`src/sv/signed_integer_to_ascii_macros.svh`:
```
// Assertion helpers used by the top-level RTL file.
`ifndef SIGNED_INTEGER_TO_ASCII_MACROS_SVH
`define SIGNED_INTEGER_TO_ASCII_MACROS_SVH

// Same-cycle implication, off while reset is high.
`define SITA_ASSERT_SAME(label, clk, rst, ante, cons) \
  label: assert property (@(posedge clk) disable iff (rst) (ante) |-> (cons)) \
    else $error("sita assertion failed");

// Next-cycle implication, off while reset is high.
`define SITA_ASSERT_NEXT(label, clk, rst, ante, cons) \
  label: assert property (@(posedge clk) disable iff (rst) (ante) |=> (cons)) \
    else $error("sita assertion failed");

`endif

```
`src/sv/sita_pkg.sv`:
```
package sita_pkg;

  // ASCII codes and digit constants
  localparam logic [6:0] ASCII_ZERO        = 7'd48;
  localparam logic [6:0] ASCII_LETTER_BIAS = 7'd87;
  localparam logic [6:0] ASCII_MINUS       = 7'd45;
  localparam logic [6:0] ASCII_X           = 7'd120;
  localparam logic [3:0] DEC_LIMIT         = 4'd9;
  localparam logic [3:0] DABBLE_LIMIT      = 4'd4;
  localparam logic [3:0] DABBLE_ADD        = 4'd3;

  // Register index of radix_mode
  localparam logic REG_RADIX_MODE = 1'b0;

  // Which character the output stage produces
  typedef enum logic [1:0] {
    SEL_MINUS,
    SEL_ZERO,
    SEL_X,
    SEL_DIGIT
  } char_sel_t;

  // Controller to datapath
  typedef struct packed {
    logic      load;
    logic      conv_step;
    logic      ptr_dec;
    logic      emit;
    char_sel_t sel;
    logic      last;
  } ctrl_cmd_t;

  // Datapath to controller
  typedef struct packed {
    logic conv_done;
    logic lead_zero;
    logic ptr_zero;
    logic negative;
  } dp_status_t;

endpackage

```
`src/sv/signed_integer_to_ascii.sv`:
```
// Channel   Ports                                        Transfer
// input     start, busy, value                           start high and busy low
// result    valid, character, last                       valid high, one cycle
// config    psel, penable, pwrite, paddr, pwdata, ...    psel & penable & pwrite
//
// Decimal: a load step, a double-dabble shift step per value bit, one trim step
// per leading zero slot plus one, then the characters.
// Hex: a load step, trim, then the characters (no shift loop).
// Results are registered from each emit step; the last one overlaps idle.
// rst is synchronous and clears the controller, strobe and radix_mode.
// The receiver cannot stall: each character is shown for exactly one cycle.
`include "signed_integer_to_ascii_macros.svh"

module signed_integer_to_ascii
  import sita_pkg::*;
#(
  parameter int VALUE_WIDTH = 32
) (
  input  logic                   clk,
  input  logic                   rst,
  input  logic                   start,
  output logic                   busy,
  input  logic [VALUE_WIDTH-1:0] value,
  output logic                   valid,
  output logic [6:0]             character,
  output logic                   last,
  input  logic                   psel,
  input  logic                   penable,
  input  logic                   pwrite,
  input  logic [2:0]             paddr,
  input  logic [31:0]            pwdata,
  output logic [31:0]            prdata,
  output logic                   pready
);

  logic       radix_mode;
  ctrl_cmd_t  cmd;
  dp_status_t stat;

  // Configuration register
  assign pready = 1'b1;
  assign prdata = (paddr[2] == REG_RADIX_MODE) ? {31'd0, radix_mode} : 32'd0;

  always_ff @(posedge clk) begin
    if (rst) begin
      radix_mode <= 1'b0;
    end else if (psel && penable && pwrite && pready && (paddr[2] == REG_RADIX_MODE)) begin
      radix_mode <= pwdata[0];
    end
  end

  sita_ctrl u_ctrl (
    .clk        (clk),
    .rst        (rst),
    .start      (start),
    .radix_mode (radix_mode),
    .stat       (stat),
    .busy       (busy),
    .cmd        (cmd)
  );

  sita_datapath #(
    .VALUE_WIDTH (VALUE_WIDTH)
  ) u_datapath (
    .clk        (clk),
    .rst        (rst),
    .radix_mode (radix_mode),
    .value      (value),
    .cmd        (cmd),
    .stat       (stat),
    .character  (character),
    .last       (last),
    .valid      (valid)
  );

  // Checks
  `SITA_ASSERT_NEXT(a_accept_busy, clk, rst, start && !busy, busy)
  `SITA_ASSERT_NEXT(a_last_gap, clk, rst, valid && last, !valid)
  `SITA_ASSERT_SAME(a_valid_from_busy, clk, rst, valid, $past(busy))
  `SITA_ASSERT_SAME(a_emit_only_busy, clk, rst, cmd.emit, busy)

endmodule

```
`src/sv/sita_datapath.sv`:
```
module sita_datapath
  import sita_pkg::*;
#(
  parameter int VALUE_WIDTH = 32
) (
  input  logic                   clk,
  input  logic                   rst,
  input  logic                   radix_mode,
  input  logic [VALUE_WIDTH-1:0] value,
  input  ctrl_cmd_t              cmd,
  output dp_status_t             stat,
  output logic [6:0]             character,
  output logic                   last,
  output logic                   valid
);

  // Decimal digits of 2^VALUE_WIDTH - 1; always covers the hex digits too
  localparam int SLOTS = (VALUE_WIDTH * 1233) / 4096 + 1;
  localparam int SW    = SLOTS * 4;
  localparam int PW    = (SLOTS > 1) ? $clog2(SLOTS) : 1;
  localparam int CW    = $clog2(VALUE_WIDTH);

  logic [VALUE_WIDTH-1:0] magnitude;
  logic                   negative;
  logic [SW-1:0]          slots;
  logic [CW-1:0]          bit_cnt;
  logic [PW-1:0]          ptr;

  logic [VALUE_WIDTH-1:0] mag_in;
  logic [SW-1:0]          corrected;
  logic [3:0]             cur;
  logic [6:0]             digit_char;

  // Absolute value; the most negative input maps onto itself, read unsigned
  assign mag_in = value[VALUE_WIDTH-1] ? (~value + 1'b1) : value;

  // Double-dabble correction: each BCD digit above 4 gets 3 added
  always_comb begin
    for (int i = 0; i < SLOTS; i++) begin
      corrected[i*4 +: 4] = (slots[i*4 +: 4] > DABBLE_LIMIT) ?
                            slots[i*4 +: 4] + DABBLE_ADD : slots[i*4 +: 4];
    end
  end

  assign cur        = slots[ptr*4 +: 4];
  assign digit_char = (cur > DEC_LIMIT) ? 7'(cur) + ASCII_LETTER_BIAS
                                        : 7'(cur) + ASCII_ZERO;

  // Status back to the controller
  assign stat.conv_done = (bit_cnt == CW'(VALUE_WIDTH - 1));
  assign stat.lead_zero = (ptr != '0) && (cur == 4'd0);
  assign stat.ptr_zero  = (ptr == '0);
  assign stat.negative  = negative;

  // Magnitude, sign, digit slots and conversion counters
  always_ff @(posedge clk) begin
    if (rst) begin
      magnitude <= '0;
      bit_cnt   <= '0;
      ptr       <= '0;
      negative  <= 1'b0;
    end else if (cmd.load) begin
      magnitude <= mag_in;
      negative  <= value[VALUE_WIDTH-1];
      slots     <= radix_mode ? SW'(mag_in) : '0;
      bit_cnt   <= '0;
      ptr       <= PW'(SLOTS - 1);
    end else if (cmd.conv_step) begin
      slots     <= {corrected[SW-2:0], magnitude[VALUE_WIDTH-1]};
      magnitude <= {magnitude[VALUE_WIDTH-2:0], 1'b0};
      bit_cnt   <= bit_cnt + 1'b1;
    end else if (cmd.ptr_dec) begin
      ptr <= ptr - 1'b1;
    end
  end

  // Output register: one transfer per strobe
  always_ff @(posedge clk) begin
    if (rst) begin
      valid <= 1'b0;
    end else begin
      valid <= cmd.emit;
    end
  end

  always_ff @(posedge clk) begin
    if (cmd.emit) begin
      last <= cmd.last;
      case (cmd.sel)
        SEL_MINUS: character <= ASCII_MINUS;
        SEL_ZERO:  character <= ASCII_ZERO;
        SEL_X:     character <= ASCII_X;
        SEL_DIGIT: character <= digit_char;
        default:   character <= digit_char;
      endcase
    end
  end

endmodule

```
`src/sv/sita_ctrl.sv`:
```
module sita_ctrl
  import sita_pkg::*;
(
  input  logic       clk,
  input  logic       rst,
  input  logic       start,
  input  logic       radix_mode,
  input  dp_status_t stat,
  output logic       busy,
  output ctrl_cmd_t  cmd
);

  typedef enum logic [2:0] {
    IDLE,
    CONV,
    TRIM,
    SIGN,
    PFX0,
    PFXX,
    DIGIT
  } state_t;

  state_t state, state_next;

  assign busy = (state != IDLE);

  // Next state and commands
  always_comb begin
    state_next    = state;
    cmd.load      = 1'b0;
    cmd.conv_step = 1'b0;
    cmd.ptr_dec   = 1'b0;
    cmd.emit      = 1'b0;
    cmd.sel       = SEL_DIGIT;
    cmd.last      = 1'b0;
    case (state)
      IDLE: begin
        if (start) begin
          cmd.load   = 1'b1;
          state_next = radix_mode ? TRIM : CONV;
        end
      end
      CONV: begin
        cmd.conv_step = 1'b1;
        if (stat.conv_done) begin
          state_next = TRIM;
        end
      end
      TRIM: begin
        // drop leading zero digits, keep at least one
        if (stat.lead_zero) begin
          cmd.ptr_dec = 1'b1;
        end else if (stat.negative) begin
          state_next = SIGN;
        end else begin
          state_next = radix_mode ? PFX0 : DIGIT;
        end
      end
      SIGN: begin
        cmd.emit   = 1'b1;
        cmd.sel    = SEL_MINUS;
        state_next = radix_mode ? PFX0 : DIGIT;
      end
      PFX0: begin
        cmd.emit   = 1'b1;
        cmd.sel    = SEL_ZERO;
        state_next = PFXX;
      end
      PFXX: begin
        cmd.emit   = 1'b1;
        cmd.sel    = SEL_X;
        state_next = DIGIT;
      end
      DIGIT: begin
        cmd.emit = 1'b1;
        cmd.sel  = SEL_DIGIT;
        cmd.last = stat.ptr_zero;
        if (stat.ptr_zero) begin
          state_next = IDLE;
        end else begin
          cmd.ptr_dec = 1'b1;
        end
      end
      default: begin
        state_next = IDLE;
      end
    endcase
  end

  always_ff @(posedge clk) begin
    if (rst) begin
      state <= IDLE;
    end else begin
      state <= state_next;
    end
  end

endmodule
```
`config.mk`:
```
export PLATFORM = sky130hd
export DESIGN_NAME = signed_integer_to_ascii
export DESIGN_NICKNAME = d
export VERILOG_FILES = /design/src/sv/sita_pkg.sv /design/src/sv/signed_integer_to_ascii.sv /design/src/sv/sita_datapath.sv /design/src/sv/sita_ctrl.sv
export VERILOG_INCLUDE_DIRS = /design/src /design/src/sv
export SDC_FILE = /design/constraint.sdc
export NUM_CORES = 1
export LEC_CHECK = 0
export BUFFER_PORTS_ARGS = -buffer_cell sky130_fd_sc_hd__buf_2
export CORE_MARGIN = 5
export CORE_UTILIZATION = 40
export CTS_CLUSTER_DIAMETER = 200
export DETAILED_ROUTE_END_ITERATION = 8
export GPL_ROUTABILITY_DRIVEN = 0
export PLACE_DENSITY = 0.61
export SLEW_MARGIN = 20
export SYNTH_ARGS = -nofsm -noshare
export SYNTH_HDL_FRONTEND = slang
export SYNTH_SLANG_ARGS = --single-unit
```
`constraint.sdc`:
```
create_clock -name clk -period 5.3 [get_ports clk]
set_input_delay 1.59 -clock clk [delete_from_list [all_inputs] [get_ports clk]]
set_output_delay 1.59 -clock clk [all_outputs]
set_load 0.02 [all_outputs]
```
==> qor.yml <==
outcome: "complete, no violations"
cts_hold_buf: 0
syn_avg_cell_area_um2: 8.82
worst_pin_slew_ns: 0.854
totalPowerFinal_w: 0.00353
cts_sinks: 95
drt-pass1-iter-count: 5
start_util_pct: 40.3
maxSlewHeadroom_pct: 42.9
synth_xor_area_share_pct: 6.64
grt_usage_pct: 17.3
wl_mm: 15.7
drv_slew: 0
synth_warnings: 0
syn_inst: 716
synth_edf_count: 48
crit_chain: "buf_2 > or4_4 > nor4b_2 > nand4_1 > o31ai_1 > xor2_1 > o22ai_1"
wl_per_cell_um: 16.3
fmax_ghz: 0.268
drc: 0
drive_above_1_share_pct: 14.2
grt_overflow: 0
hp-class: "flop to flop"
fp.dieW_um: 136
synth_seq_area_share_pct: 37.7
drtIter0Drc: 282
mappedNetlistArea_um2: 6310
crit_path_start_kind: "input port"
post_cts_resized: 0
yosys.area_share.simple_pct: 16.9
hold_violations: 0
synth_top_family_by_area: "compound AO/OA/AOI/OAI gates"
synth_compound_area_share_pct: 20.1
ys.flop_type: "edfxtp_1"
fill_cells: 1575
dieArea_um2: 18400
insertedDiodeCount: 0
detail-route-antenna-nets: 0
synth_mux_area_share_pct: 4.56
p_per_area_nw_per_um2: 507
synth_area_leaders: "edfxtp_1, dfxtp_1, ha_1"
period_needed_ns: 3.73
worstPathRequired_ns: 5.37
leakage_nw: 2.65
clk_latency_ns: 0.35
ioPinCount: 116
grt_pass1_vias: 5172
synth_fa_ha_area_share_pct: 5.35
numPortBuffers: 50
end_kind: "flop"
skew_ns: 0.00569
ys_seq_elements: 95
h-tree-depth: 3
vias_per_cell: 5.42
clkSlewWorstSetupHoldPaths_ns: 0.07
antenna_found_initial: 0
fin_crit_sh_pct: 70.3
critPathMaxStageDelay_ns: 0.56
clock_path_buffers: 2
fin_nets: 844
arrival_ns: 3.80
die_y_um: 136
critical-path-slowest-cell: "or4_4"
core_area_um2: 15700
dp_hpwl_mm: 11.4
async_flop_share_pct: 0
yosysTopAreaCellShare_pct: 22.8
cts_tree: "built"
cts_buffers: 9
synth_top_area_cell: "edfxtp_1"
drv_cap: 0
synthTopCellsByCount: "nand2_1, a21oi_1, edfxtp_1, nor2_1, dfxtp_1"
synth.most_common_cell: "nand2_1"
rsz0062_at_grt: "false"
placementRows: 46
cp_max_fo: 5
path_class: "input port to flop"
synth.distinct_cells: 70
ir_drop_uv: 199
setup_violations: 0
synthToLayoutAreaGrowth_pct: 10.2
cts_setup_buffers: 0
setup_tns_ns: 0
cts-root-buf: "clkbuf_16"
grt_pass1_wl_mm: 25.5
via_count: 5228
grt_start_max_net_pins: 47
[cell type report]
type | instances | area, um2 | share of cell area (%)
multi-input cells | 539 | 3510 | 50.5
flip-flops and latches | 95 | 2380 | 34.2
well taps | 216 | 270 | 3.88
repair buffers | 56 | 295 | 4.24
inverters | 43 | 161 | 2.32
clock buffers | 9 | 225 | 3.24
clock inverters | 7 | 111 | 1.60
[layer usage]
| metal | GRT usage [%] | part of all wire (%) |
|---|---|---|
| met5 | 0 | 0 |
| met4 | 8.29 | 2.8 |
| met3 | 2.38 | 4.9 |
| met2 | 29.3 | 49 |
| met1 | 21.8 | 43 |
[cell families (layout without fill, tap and decap cells)]
kind of cell,Yosys count,count (layout)
mux,21,21
compound gates,195,195
buf+inv,112,115
fa+ha+maj,27,27
xor+xnor,47,47
flops,95,95
other cells,2,32
simple gates,217,217
[registers in the layout (all words and copies together), names as in the netlist]
signal                cells
radix_mode                1
u_ctrl.state              3
u_datapath.bit_cnt        5
u_datapath.character      7
u_datapath.last           1
u_datapath.magnitude     32
u_datapath.negative       1
u_datapath.ptr            4
u_datapath.slots         40
u_datapath.valid          1
[worst max-delay path: cells and delay by family]
family | cells | cell delay [ns]
buffers and inverters | 1 | 0.12
AOI/OAI and AO/OA | 2 | 0.46
xor gates and xnor gates | 1 | 0.26
and+or+nand+nor | 3 | 1.36
[final timing paths]
| path | depth (start not counted) | from | slack (ns) | endpoint |
|---|---|---|---|---|
| hold reg to reg | 2 | u_datapath.bit_cnt[4] | 0.46 | u_datapath.bit_cnt[4] |
| hold / removal | 2 | u_datapath.bit_cnt[4] | 0.46 | u_datapath.bit_cnt[4] |
| setup reg to reg | 9 | u_datapath.ptr[1] | 2.00 | u_datapath.character[0] |
| setup / recovery | 7 | value[5] | 1.57 | u_datapath.slots[28] |
[layout by cell type (no fill, tap or decap), drive strengths merged, types with 12 or more instances in the layout]
cell type   n
nor2       48
nand3      12
inv        41
o21ai      34
o22ai      28
ha         27
mux2i      13
dfxtp      47
edfxtp     48
xnor2      25
xor2       22
a211oi     20
a21oi      58
conb       32
nand2      83
nor3       16
buf        56
[per-stage QoR]
stage / worst slack [ns] / area, um2 / hold WS, ns / instances / utilization [%]
after global placement: 1.17 / 6620 / 0.450 / 949 / 42.3
after floorplan: 0.874 / 6430 / 0.432 / 746 / -
after CTS: 1.52 / 6960 / 0.463 / 965 / 44.5
after detailed placement: 1.14 / 6620 / 0.454 / 949 / 42.3
after global routing: 1.44 / 6960 / 0.484 / 965 / 44.5
final: 1.57 / 6960 / 0.461 / 965 / 44.5
[report_power, final]
group / switching, W / internal, W / total, W
combinational: 0.000897 / 0.000595 / 0.00149
clock: 0.000279 / 0.000458 / 0.000737
sequential: 0.000201 / 0.00110 / 0.00130
total: 0.00138 / 0.00215 / 0.00353
Note: power is estimated with default switching activity, not from simulation.
